`src/rtl/core/cidt_pkg.sv`:
```
// Shared constants, codes and types of the card ID allowlist table.
package cidt_pkg;

  // Table geometry and field widths.
  localparam int MAX_CARDS = 32;
  localparam int ID_W      = 32;
  localparam int OP_W      = 2;
  localparam int SLOT_W    = 5;
  localparam int COUNT_W   = 6;
  localparam int IDX_W     = (MAX_CARDS > 1) ? $clog2(MAX_CARDS) : 1;
  localparam int CNT_W     = IDX_W + 1;

  // Operation codes; the unused code behaves as a lookup.
  typedef enum logic [OP_W-1:0] {
    OP_LOOKUP = 2'd0,
    OP_ADD    = 2'd1,
    OP_DELETE = 2'd2
  } op_t;

  // Controller states.
  typedef enum logic [1:0] {
    ST_IDLE,
    ST_SEARCH,
    ST_UPDATE
  } state_t;

  // What every cell does in a given cycle.
  typedef enum logic [1:0] {
    CELL_HOLD,
    CELL_ROTATE,
    CELL_COMPACT,
    CELL_LOAD
  } cell_mode_t;

  // Command broadcast from the controller to the row of cells.
  typedef struct packed {
    cell_mode_t        mode;
    logic [IDX_W-1:0]  slot;
    logic [CNT_W-1:0]  count;
    logic [ID_W-1:0]   id;
  } cell_cmd_t;

  // One result item.
  typedef struct packed {
    logic               is_master;
    logic               master_present;
    logic               found;
    logic [SLOT_W-1:0]  slot_index;
    logic               accepted;
    logic               table_full;
    logic [COUNT_W-1:0] card_count;
  } result_t;

endpackage

```
`src/rtl/core/card_id_allowlist_table.sv`:
```
// Top level of the card ID allowlist table: controller and a ring of table cells.
//
// A request on the in_ channel carries an operation (lookup, add, delete) and a
// 32-bit card ID. It is taken when in_valid and in_ready are both high; in_ready is
// high only while no request is being worked on. Each request yields one result on
// the out_ channel, taken when out_valid and out_ready are both high.
// The table is a ring of MAX_CARDS cells. A request first turns the ring once,
// one slot per cycle, comparing the head cell with the ID, then applies the add
// or delete and writes the result register once that register is free. in_ready is
// high again in the cycle in which out_valid rises.
// A result waiting on a stalled receiver does not block the next request; the
// next update waits in place until the result register has been emptied.
// The master ID is written through cfg_we and cfg_wdata while the block is idle;
// the user must keep to this, as the block itself does not enforce it.
// Reset (rst_n low, synchronous) empties the table and clears the master ID;
// no clearing pass is needed because slots above the count are never read.
module card_id_allowlist_table (
  input  logic                          clk,
  input  logic                          rst_n,
  input  logic                          in_valid,
  output logic                          in_ready,
  input  logic [cidt_pkg::OP_W-1:0]     in_operation,
  input  logic [cidt_pkg::ID_W-1:0]     in_card_id,
  output logic                          out_valid,
  input  logic                          out_ready,
  output logic                          out_is_master,
  output logic                          out_master_present,
  output logic                          out_found,
  output logic [cidt_pkg::SLOT_W-1:0]   out_slot_index,
  output logic                          out_accepted,
  output logic                          out_table_full,
  output logic [cidt_pkg::COUNT_W-1:0]  out_card_count,
  input  logic                          cfg_we,
  input  logic [cidt_pkg::ID_W-1:0]     cfg_wdata
);
  import cidt_pkg::*;

  cell_cmd_t       cell_cmd;
  result_t         result;
  logic [ID_W-1:0] entry [MAX_CARDS];

  // Sequencer.
  cidt_ctrl u_ctrl (
    .clk          (clk),
    .rst_n        (rst_n),
    .in_valid     (in_valid),
    .in_ready     (in_ready),
    .in_operation (in_operation),
    .in_card_id   (in_card_id),
    .cfg_we       (cfg_we),
    .cfg_wdata    (cfg_wdata),
    .head_entry   (entry[0]),
    .cell_cmd     (cell_cmd),
    .out_valid    (out_valid),
    .out_ready    (out_ready),
    .result       (result)
  );

  // Ring of cells: each takes the entry of the next slot, the last wraps to slot zero.
  for (genvar k = 0; k < MAX_CARDS; k++) begin : g_cell
    logic [ID_W-1:0] next_entry;
    if (k == MAX_CARDS - 1) begin : g_wrap
      assign next_entry = entry[0];
    end else begin : g_link
      assign next_entry = entry[k + 1];
    end
    cidt_cell u_cell (
      .clk        (clk),
      .cmd        (cell_cmd),
      .cell_idx   (IDX_W'(k)),
      .next_entry (next_entry),
      .entry      (entry[k])
    );
  end

  assign out_is_master      = result.is_master;
  assign out_master_present = result.master_present;
  assign out_found          = result.found;
  assign out_slot_index     = result.slot_index;
  assign out_accepted       = result.accepted;
  assign out_table_full     = result.table_full;
  assign out_card_count     = result.card_count;

endmodule

```
`src/rtl/core/cidt_cell.sv`:
```
// One slot of the ID table: holds an entry and takes its neighbor's entry on command.
module cidt_cell (
  input  logic                          clk,
  input  cidt_pkg::cell_cmd_t           cmd,
  input  logic [cidt_pkg::IDX_W-1:0]    cell_idx,
  input  logic [cidt_pkg::ID_W-1:0]     next_entry,
  output logic [cidt_pkg::ID_W-1:0]     entry
);
  import cidt_pkg::*;

  logic [ID_W-1:0] entry_r;
  logic [ID_W-1:0] entry_nxt;

  // Rotate with the whole row, close the gap above a deleted slot, or take a new ID.
  always_comb begin
    entry_nxt = entry_r;
    case (cmd.mode)
      CELL_HOLD:    entry_nxt = entry_r;
      CELL_ROTATE:  entry_nxt = next_entry;
      CELL_COMPACT: begin
        if (cell_idx >= cmd.slot) begin
          entry_nxt = next_entry;
        end
      end
      CELL_LOAD: begin
        if (CNT_W'(cell_idx) == cmd.count) begin
          entry_nxt = cmd.id;
        end
      end
      default:      entry_nxt = entry_r;
    endcase
  end

  always_ff @(posedge clk) begin
    entry_r <= entry_nxt;
  end

  assign entry = entry_r;

endmodule

```
`src/rtl/core/cidt_ctrl.sv`:
```
// Sequencer of the ID table: request handshakes, serial search, update and result register.
module cidt_ctrl (
  input  logic                        clk,
  input  logic                        rst_n,
  input  logic                        in_valid,
  output logic                        in_ready,
  input  logic [cidt_pkg::OP_W-1:0]   in_operation,
  input  logic [cidt_pkg::ID_W-1:0]   in_card_id,
  input  logic                        cfg_we,
  input  logic [cidt_pkg::ID_W-1:0]   cfg_wdata,
  input  logic [cidt_pkg::ID_W-1:0]   head_entry,
  output cidt_pkg::cell_cmd_t         cell_cmd,
  output logic                        out_valid,
  input  logic                        out_ready,
  output cidt_pkg::result_t           result
);
  import cidt_pkg::*;

  state_t           state_r,     state_nxt;
  logic [CNT_W-1:0] step_r,      step_nxt;
  logic [OP_W-1:0]  op_r,        op_nxt;
  logic [ID_W-1:0]  id_r,        id_nxt;
  logic             found_r,     found_nxt;
  logic [IDX_W-1:0] slot_r,      slot_nxt;
  logic [CNT_W-1:0] count_r,     count_nxt;
  logic [ID_W-1:0]  master_r,    master_nxt;
  logic             out_valid_r, out_valid_nxt;
  result_t          res_r,       res_nxt;

  logic             accepted;
  logic             full;

  // Next state, cell command and result.
  always_comb begin
    state_nxt     = state_r;
    step_nxt      = step_r;
    op_nxt        = op_r;
    id_nxt        = id_r;
    found_nxt     = found_r;
    slot_nxt      = slot_r;
    count_nxt     = count_r;
    master_nxt    = cfg_we ? cfg_wdata : master_r;
    out_valid_nxt = out_valid_r && !out_ready;
    res_nxt       = res_r;
    in_ready      = 1'b0;
    accepted      = 1'b0;
    full          = 1'b0;

    cell_cmd.mode  = CELL_HOLD;
    cell_cmd.slot  = slot_r;
    cell_cmd.count = count_r;
    cell_cmd.id    = id_r;

    case (state_r)
      ST_IDLE: begin
        in_ready = 1'b1;
        if (in_valid) begin
          op_nxt    = in_operation;
          id_nxt    = in_card_id;
          found_nxt = 1'b0;
          slot_nxt  = '0;
          step_nxt  = '0;
          state_nxt = ST_SEARCH;
        end
      end

      // The row rotates once per cycle; the head entry is compared against the request.
      // After a full turn every entry is back in its own slot.
      ST_SEARCH: begin
        cell_cmd.mode = CELL_ROTATE;
        if ((step_r < count_r) && (head_entry == id_r) && !found_r) begin
          found_nxt = 1'b1;
          slot_nxt  = step_r[IDX_W-1:0];
        end
        if (step_r == CNT_W'(MAX_CARDS - 1)) begin
          state_nxt = ST_UPDATE;
        end else begin
          step_nxt = step_r + CNT_W'(1);
        end
      end

      // Apply the add or delete once the result register is free.
      ST_UPDATE: begin
        if (!out_valid_r || out_ready) begin
          if (op_r == OP_ADD) begin
            if (!found_r) begin
              if (count_r == CNT_W'(MAX_CARDS)) begin
                full = 1'b1;
              end else begin
                cell_cmd.mode = CELL_LOAD;
                count_nxt     = count_r + CNT_W'(1);
                accepted      = 1'b1;
              end
            end
          end else if (op_r == OP_DELETE) begin
            if (found_r) begin
              cell_cmd.mode = CELL_COMPACT;
              count_nxt     = count_r - CNT_W'(1);
              accepted      = 1'b1;
            end
          end
          res_nxt.is_master      = (id_r == master_r);
          res_nxt.master_present = (master_r != '0);
          res_nxt.found          = found_r;
          res_nxt.slot_index     = found_r ? SLOT_W'(slot_r) : '0;
          res_nxt.accepted       = accepted;
          res_nxt.table_full     = full;
          res_nxt.card_count     = COUNT_W'(count_nxt);
          out_valid_nxt          = 1'b1;
          state_nxt              = ST_IDLE;
        end
      end

      default: begin
        state_nxt = ST_IDLE;
      end
    endcase
  end

  // Control registers.
  always_ff @(posedge clk) begin
    if (!rst_n) begin
      state_r     <= ST_IDLE;
      count_r     <= '0;
      master_r    <= '0;
      out_valid_r <= 1'b0;
    end else begin
      state_r     <= state_nxt;
      count_r     <= count_nxt;
      master_r    <= master_nxt;
      out_valid_r <= out_valid_nxt;
    end
  end

  // Request and result payload registers.
  always_ff @(posedge clk) begin
    step_r  <= step_nxt;
    op_r    <= op_nxt;
    id_r    <= id_nxt;
    found_r <= found_nxt;
    slot_r  <= slot_nxt;
    res_r   <= res_nxt;
  end

  assign out_valid = out_valid_r;
  assign result    = res_r;

endmodule
```
`config.mk`:
```
export PLATFORM = sky130hd
export DESIGN_NAME = card_id_allowlist_table
export DESIGN_NICKNAME = d
export VERILOG_FILES = /design/src/rtl/core/cidt_pkg.sv /design/src/rtl/core/card_id_allowlist_table.sv /design/src/rtl/core/cidt_cell.sv /design/src/rtl/core/cidt_ctrl.sv
export SDC_FILE = /design/constraint.sdc
export NUM_CORES = 1
export LEC_CHECK = 0
export BUFFER_PORTS_ARGS = -buffer_cell sky130_fd_sc_hd__clkbuf_2
export CORE_MARGIN = 3
export CORE_UTILIZATION = 50
export CTS_BUF_LIST = sky130_fd_sc_hd__clkbuf_8
export DETAILED_ROUTE_END_ITERATION = 7
export PLACE_DENSITY = 0.66
export RECOVER_POWER = 100
export SLEW_MARGIN = 20
export SYNTH_ARGS = -nofsm -noshare
export SYNTH_HDL_FRONTEND = slang
export SYNTH_SLANG_ARGS = --single-unit
```
`constraint.sdc`:
```
create_clock -name clk -period 11.67 [get_ports clk]
set_clock_uncertainty 0.1 [all_clocks]
set_input_delay 3.501 -clock clk [delete_from_list [all_inputs] [get_ports clk]]
set_output_delay 3.501 -clock clk [all_outputs]
set_load 0.03 [all_outputs]
```
==> load_flow_metrics.sql <==
INSERT INTO impl_metrics (metric_group, metric, value, unit) VALUES
('run_status', 'run_status', 'complete, but fails checks', ''),
('run_status', 'violations', 'max-capacitance violations, max-slew violations', ''),
('logic_synthesis', 'average_cell_area_after_synthesis', '11.8', 'um2'),
('sta', 'unrepaired_setup_endpoints_after_global_routing', 'no', ''),
('critical_path', 'crit_path_end_kind', 'register', ''),
('critical_path', 'critical-path-max-stage-delay', '2680', 'ps'),
('sta', 'min_period', '8430', 'ps'),
('power', 'power_leakage', '22.0', 'nW'),
('logic_synthesis', 'synth-seq-area-share', '0.734', ''),
('power', 'peakVddDrop', '0.0900', 'mV'),
('logic_synthesis', 'ys_async_sr_fraction', '0', ''),
('logic_synthesis', 'synth_edf_count', '1086', ''),
('detailed_routing', 'drt_iter0_drc', '2894', ''),
('sta', 'max_clock_freq', '0.119', 'GHz'),
('sta', 'layout_worst_path_cycle_share', '0.722', ''),
('detailed_routing', 'first_pass_iters', '7', ''),
('clock_network', 'clk_transition_reported_paths', '60', 'ps'),
('placed_design', 'gpl_wtd_cong', '0.844', ''),
('sta', 'maxSlewHeadroom', '-1.78', ''),
('detailed_routing', 'postRouteAntennaNets', '0', ''),
('critical_path', 'crit_chain', 'clkbuf_1 -> nand2b_1 -> nand2_1 -> inv_1 -> o211ai_1 -> buf_12 -> clkbuf_1 -> nand2_1 -> nand2_1', ''),
('power', 'share_seq_of_total_power', '0.579', ''),
('detailed_routing', 'wl_per_cell', '18.7', 'um'),
('logic_synthesis', 'synth.ff_latch_count', '1127', ''),
('min_path', 'hold_class', 'register to register', ''),
('floorplan', 'dieWidth', '308', 'um'),
('logic_synthesis', 'yosysUniqueCellTypes', '54', ''),
('detailed_routing', 'routed_via_density', '5.23', ''),
('power', 'power.switching_fraction', '0.236', ''),
('global_routing', 'first_pass_grt_wire_length', '154000', 'um'),
('sta', 'timing.final.max_slew_violations', '1500', ''),
('sta', 'timing_hold_violations_final', '0', ''),
('floorplan', 'fp.dieH', '308', 'um'),
('layout', 'count_of_fill_cells_added_during_filler_insertion', '7572', ''),
('critical_path', 'critical_path.startpoint_type', 'input port', ''),
('clock_network', 'clock_tree.root_cell', 'clkbuf_8', ''),
('power', 'switching_power', '0.00197', 'W'),
('floorplan', 'floorplan.io_pins', '89', ''),
('sta', 'timing.final.setup_violations', '0', ''),
('power', 'combPwrFrac', '0.054', ''),
('global_routing', 'antenna_found_initial', '2', ''),
('global_routing', 'global_route.usage.total', '0.209', ''),
('critical_path', 'worst-setup-path-type', 'input port to register', ''),
('floorplan', 'dieArea', '0.0947', 'mm2'),
('sta', 'hold_ws', '400', 'ps'),
('logic_synthesis', 'yosysWarningCount', '0', ''),
('global_routing', 'use_met1', '0.312', ''),
('critical_path', 'critical_path_required', '12220', 'ps'),
('power', 'clock_power_share', '0.367', ''),
('logic_synthesis', 'area_share_of_the_largest_cell_type_after_synthesis', '0.716', ''),
('critical_path', 'slowest_cp_cell', 'clkbuf_1', ''),
('placed_design', 'place_hpwl', '53600', 'um'),
('critical_path', 'cpMostUsedCell', 'nand2_1', ''),
('floorplan', 'core', '0.0901', 'mm2'),
('placed_design', 'io_buffer_count', '88', ''),
('detailed_routing', 'route.final.wire_length', '98300', 'um'),
('run', 'timing.max_cap.violations', '37', ''),
('logic_synthesis', 'synth-main-ff-cell', 'edfxtp_1', ''),
('clock_network', 'cts_setup_buffers', '0', ''),
('floorplan', 'floorplan.initialDensity', '0.505', ''),
('clock_network', 'clock_tree_from_tritoncts', 'built', ''),
('clock_network', 'cts_inserted_buffers', '176', ''),
('global_routing', 'grt_pass1_vias', '26300', ''),
('logic_synthesis', 'post_synth_main_area_contributors', 'edfxtp_1, nand2_1, dfxtp_1, buf_2, xor2_1', ''),
('logic_synthesis', 'synth.cell_area', '0.0455', 'mm2'),
('layout', 'share_of_layout_cells_above_drive_strength_1', '0.0828', ''),
('power', 'internal-power', '0.00640', 'W'),
('global_routing', 'gr-usage-met2', '0.312', ''),
('critical_path', 'arrival', '8980', 'ps'),
('floorplan', 'row_count', '110', ''),
('critical_path', 'critical-path-top-delay-family', 'buffers and inverters', '');
[through the flow]
step	cell area (um2)	cells	power [W]	setup slack [ps]	util
global placement	46700	4936	0.00537	4590	0.518
floorplan	45500	3869	0.00518	4190	-
detailed placement	46700	4936	0.00538	4500	0.518
global route	49600	5257	0.00870	2610	0.550
CTS	49900	5256	0.00846	5400	0.553
finish	49600	5257	0.00837	3240	0.550
[Yosys cell counts, types with 23 or more instances]
| library cell | n |
|---|---|
| xor2_1 | 49 |
| clkbuf_1 | 27 |
| nor3_1 | 36 |
| nand2_1 | 2070 |
| buf_4 | 36 |
| buf_2 | 155 |
| a21oi_1 | 46 |
| nor2b_1 | 37 |
| mux2i_1 | 33 |
| nor2_1 | 24 |
| dfxtp_1 | 41 |
| nand2_2 | 30 |
| xnor2_1 | 23 |
| edfxtp_1 | 1086 |
[final timing paths]
| check | from | end | slack, ps | depth (start not counted) |
|---|---|---|---|---|
| setup reg to reg | u_ctrl.state_r[0] | g_cell[8].u_cell.entry[12] | 5430 | 9 |
| hold reg to reg | g_cell[28].u_cell.entry[8] | g_cell[27].u_cell.entry[8] | 400 | 2 |
| setup / recovery | out_ready | g_cell[8].u_cell.entry[12] | 3240 | 9 |
| hold / removal | g_cell[28].u_cell.entry[8] | g_cell[27].u_cell.entry[8] | 400 | 2 |
[worst register-to-register path, stage by stage (launching register included)]
cell      delay (ps)
dfxtp_1          360
inv_1             80
ha_1             270
nand2_1          320
inv_1            470
o211ai_1         320
buf_12           610
clkbuf_1        2960
nand2_1          390
nand2_1          210
[sequential cells by signal, summed over array words and instances (netlist names)]
name and cells:
u_ctrl.op_r 2, u_ctrl.id_r 32, u_ctrl.found_r 1, u_ctrl.step_r 6
g_cell.u_cell.entry 1024, u_ctrl.slot_r 5, u_ctrl.count_r 6, u_ctrl.state_r 2
u_ctrl.result 16, u_ctrl.out_valid 1, u_ctrl.master_r 32
[final cells by class]
cell class,count,area (um2),area share
multi-input combinational,2485,10800,0.217
timing repair buffer,133,633,0.0128
clock buffer,188,2590,0.0522
inverter,15,56.3,0.00114
clock inverter,132,632,0.0127
sequential,1127,33400,0.674
tap,1176,1470,0.0297
antenna,1,2.50,0.0000505
[metal layers]
| layer | up-vias | wire length (um) | share of wire |
|---|---|---|---|
| li1 | 13100 | - | - |
| met5 | - | 10 | 0.00010 |
| met2 | 1008 | 43900 | 0.45 |
| met1 | 13300 | 45100 | 0.46 |
| met4 | 2 | 2180 | 0.022 |
| met3 | 141 | 7150 | 0.073 |
[kinds of logic (layout without fill, tap and decap cells)]
kind of cell | count (synthesis) | after routing | synth area share
XOR/XNOR | 72 | 72 | 0.0138
adder cells (fa/ha/maj) | 13 | 13 | 0.00357
multiplexers | 33 | 33 | 0.00725
flip-flops | 1127 | 1127 | 0.734
other | 0 | 1 | 0
AO/OA/AOI/OAI | 94 | 94 | 0.0129
AND/OR/NAND/NOR | 2273 | 2273 | 0.197
buffers and inverters | 257 | 468 | 0.0315
[cells in the final DEF (no fill, tap or decap), types with 37 or more instances in the layout]
| master | instances |
|---|---|
| inv_1 | 75 |
| clkbuf_2 | 63 |
| clkinv_1 | 41 |
| nor2b_1 | 37 |
| edfxtp_1 | 1086 |
| a21oi_1 | 44 |
| xor2_1 | 49 |
| dfxtp_1 | 41 |
| clkbuf_1 | 62 |
| clkbuf_8 | 188 |
| nand2_1 | 2069 |
[power groups by stage]
| stage | logic [W] | registers [W] | clock network (W) |
|---|---|---|---|
| detailed placement | 0.000474 | 0.00491 | 0 |
| CTS | 0.000478 | 0.00483 | 0.00315 |
| global route | 0.000512 | 0.00487 | 0.00332 |
| floorplan | 0.000300 | 0.00488 | 0 |
| finish | 0.000454 | 0.00485 | 0.00307 |
| global placement | 0.000462 | 0.00491 | 0 |
No activity file was read; power rests on OpenSTA's default activity.
